File: config.mk
export PLATFORM = sky130hd
export DESIGN_NAME = ptl_ram
export DESIGN_NICKNAME = d
export VERILOG_FILES = /design/src/rtl/assert_macros.svh /design/src/rtl/ptl_ram.sv
export SDC_FILE = /design/constraint.sdc
export NUM_CORES = 2
export LEC_CHECK = 0
export BUFFER_PORTS_ARGS = -buffer_cell sky130_fd_sc_hd__buf_2
export CAP_MARGIN = 30
export CORE_MARGIN = 1.5
export CORE_UTILIZATION = 35
export DETAILED_ROUTE_END_ITERATION = 10
export GPL_ROUTABILITY_DRIVEN = 0
export GPL_TIMING_DRIVEN = 0
export REMOVE_ABC_BUFFERS = 1
export SLEW_MARGIN = 30
export SYNTH_ARGS = -nofsm -noshare
export SYNTH_HDL_FRONTEND = slang
export SYNTH_SLANG_ARGS = --single-unit
export TNS_END_PERCENT = 100
File: constraint.sdc
create_clock -name clock -period 4.4 [get_ports clock]
set_input_delay 0.88 -clock clock [delete_from_list [all_inputs] [get_ports clock]]
set_output_delay 0.88 -clock clock [all_outputs]
set_load 0.005 [all_outputs]
File: src/rtl/assert_macros.svh
// ----------------------------------------------------------------------------
// assert_macros.svh
// Assertion shorthands for the pointer trail RTL.
// ----------------------------------------------------------------------------
`ifndef ASSERT_MACROS_SVH
`define ASSERT_MACROS_SVH

// condition holds at every edge out of reset
`define PTL_ASSERT_HOLD(label, clk, rst, cond) \
   label: assert property (@(posedge clk) disable iff (rst) (cond)) \
      else $error("ptl: invariant violated");

// antecedent implies consequent in the same cycle
`define PTL_ASSERT_IMPLY(label, clk, rst, ante, cons) \
   label: assert property (@(posedge clk) disable iff (rst) (ante) |-> (cons)) \
      else $error("ptl: same-cycle implication violated");

// antecedent implies consequent in the next cycle
`define PTL_ASSERT_NEXT(label, clk, rst, ante, cons) \
   label: assert property (@(posedge clk) disable iff (rst) (ante) |=> (cons)) \
      else $error("ptl: next-cycle implication violated");

`endif

File: src/rtl/ptl_ram.sv
// ----------------------------------------------------------------------------
// ptl_ram
// Generic single-write, single-read RAM with registered read data.
// ----------------------------------------------------------------------------
`default_nettype none

module ptl_ram #(
   parameter int WIDTH = 32,
   parameter int DEPTH = 64
) (
   input  wire logic                     clock,
   input  wire logic                     wr_en,
   input  wire logic [$clog2(DEPTH)-1:0] wr_addr,
   input  wire logic [WIDTH-1:0]         wr_data,
   input  wire logic                     rd_en,
   input  wire logic [$clog2(DEPTH)-1:0] rd_addr,
   output      logic [WIDTH-1:0]         rd_data
);

   logic [WIDTH-1:0] mem [DEPTH];

   always_ff @(posedge clock) begin
      if (wr_en) begin
         mem[wr_addr] <= wr_data;
      end
      if (rd_en) begin
         rd_data <= mem[rd_addr];
      end
   end

endmodule

`default_nettype wire

==> flow_summary.json <==
{
  "finalSetupViolations": 0,
  "stdcell_area_mm2": 0.0938,
  "synth-main-ff-cell": "edfxtp_1",
  "antenna_found_initial": 20,
  "die_x_um": 478,
  "crit_fanout": 56,
  "drive_above_1_share": 0.309,
  "fin_setup_tns_ps": 0,
  "grt_start_max_net_pins": 78,
  "io_buffer_count": 78,
  "skew_ps": 25.4,
  "htree_levels": 4,
  "path_delay_family": "buffers and inverters",
  "cts.sinks": 2080,
  "required_ps": 4920,
  "pin_count": 79,
  "clk-insertion-delay-late_ps": 840,
  "clk_pin_slew_ps": 60,
  "num_vias": 37300,
  "reg2reg_slack_ps": 1680,
  "final_nets": 3654,
  "critPathKind": "in -> reg",
  "die_h_um": 478,
  "max_clock_freq_ghz": 0.239,
  "die_area_mm2": 0.228,
  "p_per_area_mw_per_mm2": 437,
  "coreArea_mm2": 0.224,
  "max_stage_delay_ps": 540,
  "cp.arrival_ps": 4710,
  "cts_tree": "built",
  "post_dp_cell_area_mm2": 0.0872,
  "hold_viol": 0,
  "drt_iter0_drc": 4865,
  "yosysMostFrequentCell": "edfxtp_1",
  "yosys.area.top_type_share": 0.792,
  "ys_top_cells_by_area": "edfxtp_1 (79%), mux4_2 (16%), mux2i_1 (1.2%), o22ai_1 (0.67%), nor2_1 (0.65%)",
  "ctsHoldBuffers": 0,
  "rows": 174,
  "grt_pass1_vias": 37400,
  "async_flop_share": 0,
  "clockBufferDepth": 3,
  "numCtsBuffers": 203,
  "wl_mm": 205,
  "viasPerCell": 5.50,
  "cp-start-kind": "input pin",
  "drtPass1Iterations": 5,
  "synthCells": 3324,
  "fillers": 18900,
  "min_path_type": "in -> reg",
  "p_leak_uw": 0.0289,
  "worst_path_most_repeated_cell": "buf_16",
  "synthTopCellsByCount": "edfxtp_1 (2080), mux4_2 (544), nor2_1 (137)",
  "min_period_ps": 4190,
  "cts_root_buf": "clkbuf_16",
  "yosysUniqueCellTypes": 33,
  "wl_per_cell_um": 30.3,
  "yosys_warnings": 0,
  "drc": 0,
  "path_buf_inv": 5,
  "yosysTopAreaCell": "edfxtp_1",
  "initial_core_util": 0.351,
  "cp-end-kind": "register",
  "slew_viol_final": 0,
  "grt_overflow": 0,
  "dp_hpwl_mm": 128,
  "regArea_mm2": 0.0625,
  "worst_path_max_delay_cell": "mux4_2",
  "ir_drop_uv": 438,
  "worstPathCellList": "buf_12 -> buf_16 -> buf_16 -> buf_16 -> bufbuf_16 -> mux4_2 -> mux4_2 -> o22ai_1 -> nor2_1",
  "area_growth_pct": 19.0,
  "multi_input_area_mm2": 0.0160,
  "avgSynthCellArea_um2": 23.7,
  "synth_seq_area_share": 0.792,
  "netlist_area_mm2": 0.0788,
  "grt_pass1_wl_mm": 288,
  "grt_util_all_layers": 0.178,
  "status": "completed",
  "maxCapViolCount": 0,
  "synth_edf_count": 2080,
  "ant_nets": 0,
  "slew-limit-headroom": 0.325,
  "fin_crit_sh": 0.953,
  "worst_slew_pin_slew_ps": 1010,
  "total_power_uw": 41000,
  "synth_seq_cells": 2080
}
## final timing paths
kind,startpoint,depth (start not counted),endpoint
worst min-delay path,wr_data[0],1,mem[32][0]
worst max register to register,mem[8][18],4,rd_data[18]
worst max-delay path,rd_addr[0],9,rd_data[19]
worst min register to register,mem[28][8],4,rd_data[8]
## through the flow
stage	utilization	setup slack (ps)	hold slack, ps	instances
2_1_floorplan	-	512	750	3142
3_3_place_gp	0.366	-17770	1020	6212
3_5_place_dp	0.389	-1270	1020	6392
4_1_cts	0.417	117	492	6765
5_1_grt	0.418	-1.86	532	6783
6_report	0.418	208	537	6784
## state kept, by name (all words and copies together) (netlist names)
register	flops
rd_data	32
mem	2048
## power by group
part,switching [uW],total [uW],internal (uW)
clock network,7410,16900,9530
registers,36.9,22000,22000
logic,1260,2050,791
total,8700,41000,32300
## placed cells by master (no fill, tap or decap), types with 8 or more instances in the layout
cell type / synthesis / routed
edfxtp_1: 2080 / 2080
mux4_2: 544 / 544
clkbuf_16: 0 / 206
buf_16: 0 / 148
mux2i_1: 93 / 93
o22ai_1: 84 / 80
nor2_1: 137 / 74
nor2_4: 0 / 63
a21oi_1: 62 / 60
clkbuf_1: 74 / 49
clkinv_1: 0 / 46
buf_2: 57 / 44
buf_4: 25 / 42
clkinv_2: 0 / 38
o221ai_1: 27 / 27
nand2_1: 26 / 24
diode_2: 0 / 19
bufinv_16: 0 / 16
buf_12: 0 / 14
nor2b_1: 15 / 13
a22oi_1: 12 / 12
buf_8: 0 / 9
a311oi_1: 8 / 8
## what timing repair did
item | in CTS | in global routing
setup endpoints to repair | 10 | 3
buffers inserted | 0 | 0
cloned | 2 | 0
gates resized for setup | 2 | 3
## cell type report
cell class              instances  share of cell area
multi-input cells            1062               0.171
clock inverters               116              0.0112
clock buffers                 255              0.0569
well taps                    2992              0.0399
flip-flops and latches       2080               0.666
diodes                         19            0.000507
repair buffers                260              0.0544
## per-layer routing
metal	vias up	global-route usage	part of all wire
met1	20500	0.249	0.41
met3	285	0.0351	0.080
met4	2	0.0592	0.027
li1	15000	-	-
met2	1630	0.279	0.48
met5	-	0	0.000063
## logic make-up (layout without fill, tap and decap cells)
family                 after synthesis  count (layout)  synth area share
AOI/OAI and AO/OA                  202             202            0.0167
DFF                               2080            2080             0.792
buffers and inverters              182             631            0.0112
other                                0              19                 0
muxes                              637             637             0.167
and+or+nand+nor                    223             223            0.0126
Power figures use the tool's default switching activity.
