==> src/rtl/assert_macros.svh <==
// ----------------------------------------------------------------------------
// assert_macros.svh
// Assertion shorthands for the pointer trail RTL.
// ----------------------------------------------------------------------------
`ifndef ASSERT_MACROS_SVH
`define ASSERT_MACROS_SVH

// condition holds at every edge out of reset
`define PTL_ASSERT_HOLD(label, clk, rst, cond) \
   label: assert property (@(posedge clk) disable iff (rst) (cond)) \
      else $error("ptl: invariant violated");

// antecedent implies consequent in the same cycle
`define PTL_ASSERT_IMPLY(label, clk, rst, ante, cons) \
   label: assert property (@(posedge clk) disable iff (rst) (ante) |-> (cons)) \
      else $error("ptl: same-cycle implication violated");

// antecedent implies consequent in the next cycle
`define PTL_ASSERT_NEXT(label, clk, rst, ante, cons) \
   label: assert property (@(posedge clk) disable iff (rst) (ante) |=> (cons)) \
      else $error("ptl: next-cycle implication violated");

`endif

==> src/rtl/ptl_pkg.sv <==
// ----------------------------------------------------------------------------
// ptl_pkg
// Types, constants and helpers for the pointer trail motion and loop test.
// ----------------------------------------------------------------------------
`default_nettype none

package ptl_pkg;

   localparam int TRAIL_DEPTH_DEF = 64;
   localparam int COORD_W         = 16;
   localparam int DIFF_W          = 17;
   localparam int LEN_W           = 21;
   localparam int HEAD_W          = 15;
   localparam int ANGLE_W         = 16;
   localparam int TOTAL_W         = 17;
   localparam int SQ_W            = 34;
   localparam int ROOT_W          = 43;
   localparam int CORDIC_W        = 36;
   localparam int Z_W             = 24;
   localparam int CORDIC_STEPS    = 16;
   localparam int STEP_W          = 4;
   localparam int PRESCALE        = 14;

   localparam logic signed [TOTAL_W-1:0] HALF_TURN    = 17'sd11520;
   localparam logic signed [TOTAL_W-1:0] FULL_TURN    = 17'sd23040;
   localparam logic signed [ANGLE_W-1:0] QUARTER_TURN = 16'sd5760;
   localparam logic signed [Z_W-1:0]     Z_HALF_TURN  = 24'sd737280;

   // arctan(2^-i) in 1/4096 degree
   localparam logic [17:0] ATAN_TAB [CORDIC_STEPS] = '{
      18'd184320, 18'd108810, 18'd57492, 18'd29184, 18'd14649, 18'd7331,
      18'd3667,   18'd1833,   18'd917,   18'd458,   18'd229,   18'd115,
      18'd57,     18'd29,     18'd14,    18'd7
   };

   typedef enum logic [3:0] {
      ST_IDLE,
      ST_A_LOAD,
      ST_A_SQX,
      ST_A_SQY,
      ST_A_ROOT,
      ST_Q_FIRST,
      ST_Q_FWAIT,
      ST_Q_CHECK,
      ST_Q_LOAD,
      ST_Q_WAIT,
      ST_FINISH
   } state_type;

   typedef struct packed {
      logic                      start;
      logic signed [DIFF_W-1:0]  x;
      logic signed [DIFF_W-1:0]  y;
   } cordic_req_type;

   typedef struct packed {
      logic                      busy;
      logic signed [ANGLE_W-1:0] angle;
   } cordic_rsp_type;

   // signed angle step from a1 to a2, wrapped into one half turn each way
   function automatic logic signed [ANGLE_W-1:0] wrap_delta(
      input logic signed [ANGLE_W-1:0] a1,
      input logic signed [ANGLE_W-1:0] a2
   );
      logic signed [TOTAL_W-1:0] d;
      d = TOTAL_W'(a2) - TOTAL_W'(a1);
      if (d < -HALF_TURN) d = d + FULL_TURN;
      if (d > HALF_TURN)  d = d - FULL_TURN;
      return ANGLE_W'(d);
   endfunction

endpackage

`default_nettype wire

==> src/rtl/ptl_cordic.sv <==
// ----------------------------------------------------------------------------
// ptl_cordic
// Iterative vectoring CORDIC: angle of (x, y) in 1/64 degree, one step a cycle.
// ----------------------------------------------------------------------------
`default_nettype none

module ptl_cordic (
   input  wire logic                    clock,
   input  wire logic                    reset,
   input  wire ptl_pkg::cordic_req_type req,
   output      ptl_pkg::cordic_rsp_type rsp
);
   import ptl_pkg::*;

   logic                        busy_ff;
   logic [STEP_W-1:0]           step_ff;
   logic signed [CORDIC_W-1:0]  x_ff, y_ff;
   logic signed [Z_W-1:0]       z_ff;
   logic signed [ANGLE_W-1:0]   angle_ff;

   logic signed [CORDIC_W-1:0]  xs, ys, x_step, y_step;
   logic signed [Z_W-1:0]       z_step, z_round;
   logic signed [CORDIC_W-1:0]  x_ext, y_ext;

   always_comb begin
      xs = x_ff >>> step_ff;
      ys = y_ff >>> step_ff;
      if (y_ff > 0) begin
         x_step = x_ff + ys;
         y_step = y_ff - xs;
         z_step = z_ff + Z_W'(ATAN_TAB[step_ff]);
      end else begin
         x_step = x_ff - ys;
         y_step = y_ff + xs;
         z_step = z_ff - Z_W'(ATAN_TAB[step_ff]);
      end
      z_round = (z_step + Z_W'(32)) >>> 6;
      x_ext   = CORDIC_W'(req.x);
      y_ext   = CORDIC_W'(req.y);
   end

   always_ff @(posedge clock) begin
      if (reset) begin
         busy_ff <= 1'b0;
      end else if (req.start) begin
         // axis cases resolve at once
         if (req.y == '0) begin
            angle_ff <= (req.x < 0) ? ANGLE_W'(HALF_TURN) : '0;
            busy_ff  <= 1'b0;
         end else if (req.x == '0) begin
            angle_ff <= (req.y > 0) ? QUARTER_TURN : -QUARTER_TURN;
            busy_ff  <= 1'b0;
         end else begin
            busy_ff <= 1'b1;
            step_ff <= '0;
            if (req.x < 0) begin
               z_ff <= (req.y > 0) ? Z_HALF_TURN : -Z_HALF_TURN;
               x_ff <= (-x_ext) <<< PRESCALE;
               y_ff <= (-y_ext) <<< PRESCALE;
            end else begin
               z_ff <= '0;
               x_ff <= x_ext <<< PRESCALE;
               y_ff <= y_ext <<< PRESCALE;
            end
         end
      end else if (busy_ff) begin
         x_ff    <= x_step;
         y_ff    <= y_step;
         z_ff    <= z_step;
         step_ff <= step_ff + 1'b1;
         if (step_ff == STEP_W'(CORDIC_STEPS - 1)) begin
            busy_ff  <= 1'b0;
            angle_ff <= ANGLE_W'(z_round);
         end
      end
   end

   assign rsp.busy  = busy_ff;
   assign rsp.angle = angle_ff;

endmodule

`default_nettype wire

==> config.mk <==
export PLATFORM = sky130hd
export DESIGN_NAME = ptl_cordic
export DESIGN_NICKNAME = d
export VERILOG_FILES = /design/src/rtl/assert_macros.svh /design/src/rtl/ptl_pkg.sv /design/src/rtl/ptl_cordic.sv
export SDC_FILE = /design/constraint.sdc
export NUM_CORES = 1
export LEC_CHECK = 0
export BUFFER_PORTS_ARGS = -buffer_cell sky130_fd_sc_hd__buf_2
export CAP_MARGIN = 40
export CORE_ASPECT_RATIO = 1.2
export CORE_UTILIZATION = 55
export CTS_BUF_LIST = sky130_fd_sc_hd__clkbuf_4
export DETAILED_ROUTE_END_ITERATION = 10
export GPL_TIMING_DRIVEN = 1
export PLACE_DENSITY = 0.75
export SLEW_MARGIN = 40
export SYNTH_ARGS = -nofsm -noshare
export SYNTH_HDL_FRONTEND = slang
export SYNTH_SLANG_ARGS = --single-unit
==> constraint.sdc <==
create_clock -name clock -period 7.6 [get_ports clock]
set_input_delay 1.52 -clock clock [delete_from_list [all_inputs] [get_ports clock]]
set_output_delay 1.52 -clock clock [all_outputs]
set_load 0.02 [all_outputs]
==> flow_summary.ini <==
[status]
outcome = completed

[worst_setup_path]
r2r_slack_ps = 850
path_class = register to register
cp_data_arrival_time_ps = 7090
cp-start-kind = register
crit_start = step_ff[3]$_SDFFCE_PP0P_
cp-endpoint = y_ff[34]$_DFFE_PP_
required_ps = 7940
ff2ff_path_depth = 26
crit_path_max_fanout = 14
r2r-start = step_ff[3]$_SDFFCE_PP0P_
r2r_end = y_ff[34]$_DFFE_PP_
endpoint_kind = register

[placed_design]
place_hpwl_um = 38600
gp_congestion = 1.01
pre_cts_ws_ps = 942
port_buffers = 53

[final_layout]
syn_to_final_growth_pct = 4.93
post-route-util = 0.587
layout_commonest_cell = nand2_1
final_layout_size_suffix_gt1_frac = 0.146
layout_common_cells = 204 x nand2_1, 184 x nor2_1, 153 x o21ai_0, 127 x a21oi_1, 114 x edfxtp_1
fillers = 2721
nNetsFinal = 2109

[clock_network]
insertion_delay_ps = 610
clkTransAtPathRegs_ps = 140
cts_setup_buffers = 0
root_buffer = clkbuf_4
cts_tree = yes
hold_buffers = 0
cts_made_buffers = 17
clock_sinks = 115
cts_buffer_depth = 2
htreeDepth = 4
cts_resized = 0

[pwr]
leakage_nw = 7.03
powerDensity_nw_per_um2 = 257
peakVddDrop_mv = 0.185

[grt]
grt_pass1_vias = 15500
overflow = 0
grt_pass1_wl_um = 81600
track_usage = 0.328
antenna_found_initial = 1
grt_max_degree = 79

[route]
wl_um = 51700
detail-route-antenna-nets = 0
drc_errors = 0
drt_iter0_markers = 1566
viasPerCell = 6.70
wl_per_cell_um = 21.8
vias = 15902
first_pass_iters = 6

[sta]
setup-violations-final = 0
post-route-min-period_ps = 6750
slew_headroom = 0.436
setup_tns_ps = 0
hold_ws_ps = 591
rsz0062_at_grt = false
worst_pin_slew_ps = 845
fin_worst_skew_ps = 23.8
period_share = 0.889
fmax_mhz = 148
hold_viol_final = 0
fin_ws_ps = 845
maxSlewViolCount = 0

[die]
die_y_um = 195
die-area_um2 = 31700
design.core.area_um2 = 30500
pin_count = 54
initial_core_util = 0.560
die_width_um = 163
rows = 70

[synthesis]
syn_avg_cell_area_um2 = 8.71
synth_ff_type = edfxtp_1
async_flop_share = 0
syn_inst = 1958
synth_edf_count = 114
synth_fp_nets = 2105
ys_warn_count = 0
ys_types = 99
ys_seq_area_frac = 0.202
synth_area_um2 = 17100
ys_seq_elements = 115

[run]
cap_violations = 0

[worst_hold_path]
hold_path_class = register to register
## final cells by class
class	instances	area [um^2]	share of cell area
well taps	396	495	0.0277
flip-flops and latches	115	3440	0.192
repair buffers	92	573	0.0320
diodes	1	2.50	0.000140
inverters	69	259	0.0145
clock inverters	15	180	0.0101
multi-input cells	1667	12800	0.716
clock buffers	17	128	0.00713
## cell usage after synthesis, drive strengths merged (15+ instances only)
cell,instances,area share
xor2,74,0.038
a21oi,129,0.038
edfxtp,114,0.20
inv,68,0.015
ha,107,0.078
nand2b,29,0.011
or3,18,0.0069
mux2,33,0.022
a31oi,28,0.010
nor4,19,0.0073
and2,27,0.0099
nor2b,27,0.0099
mux2i,60,0.035
a211oi,18,0.0082
clkbuf,46,0.010
nand3,32,0.0094
xnor2,112,0.057
buf,61,0.023
o21ai,156,0.046
o21a,15,0.0066
nor2,185,0.041
nor3,41,0.013
nand2,204,0.045
a21o,43,0.019
and3,18,0.0066
mux4,98,0.13
o31ai,27,0.013
## worst min-delay path by stage
stage                     cells past startpoint  slack, ps          startpoint                  to
final                                         2        590  busy_ff$_SDFF_PP0_  busy_ff$_SDFF_PP0_
after global placement                        2        520  busy_ff$_SDFF_PP0_  busy_ff$_SDFF_PP0_
after CTS                                     2        590  busy_ff$_SDFF_PP0_  busy_ff$_SDFF_PP0_
after global routing                          2        620  busy_ff$_SDFF_PP0_  busy_ff$_SDFF_PP0_
after floorplan                               2        490  busy_ff$_SDFF_PP0_  busy_ff$_SDFF_PP0_
after detailed placement                      2        560  busy_ff$_SDFF_PP0_  busy_ff$_SDFF_PP0_
## routing by layer
metal,up-vias,part of all wire,GRT usage
met1,7577,0.38,0.384
met5,-,0,0
li1,7362,-,-
met2,761,0.50,0.565
met4,0,0.057,0.195
met3,202,0.064,0.0482
## where the power goes
| part | switching (mW) | internal, mW |
|---|---|---|
| registers | 0.201 | 0.874 |
| logic | 1.70 | 1.29 |
| clock network | 0.298 | 0.230 |
| total | 2.20 | 2.40 |
## logic make-up (layout without fill, tap and decap cells)
group | after synthesis | after routing | synth area share
flops | 115 | 115 | 0.202
buf+inv | 176 | 193 | 0.0478
xor+xnor | 186 | 186 | 0.0955
compound gates | 533 | 533 | 0.204
simple gates | 647 | 647 | 0.180
other cells | 0 | 1 | 0
fa+ha+maj | 110 | 110 | 0.0820
mux | 191 | 191 | 0.189
## per-stage QoR
stage	instances	total power, mW	instance area, um^2
finish	2372	4.60	17900
global placement	2339	3.93	17600
detailed placement	2339	4.01	17600
CTS	2371	4.55	17900
floorplan	1958	3.32	17100
global route	2372	4.93	17900
## state kept, by name, summed over array words and instances, names as in the netlist
signal / flops
z_ff: 22
busy_ff: 1
y_ff: 36
x_ff: 36
angle_ff: 16
step_ff: 4
## worst max-delay path: stages (launching register included)
cell and delay (ps):
edfxtp_1 680, buf_4 310, inv_1 90, buf_4 240
nand2_1 240, o22ai_1 270, a21oi_1 140, inv_1 90
ha_1 160, inv_1 50, a211oi_1 430, nor4b_2 590
and2_1 230, a21oi_1 80, xor2_1 170, ha_1 360
nand3_1 160, nor4_1 370, o21ai_0 150, o21ai_0 210
buf_4 180, o21ai_0 130, o41ai_1 470, o41ai_1 170
o21ai_0 240, xnor2_1 150, o21ai_0 80
(Power assumes the default switching activity.)
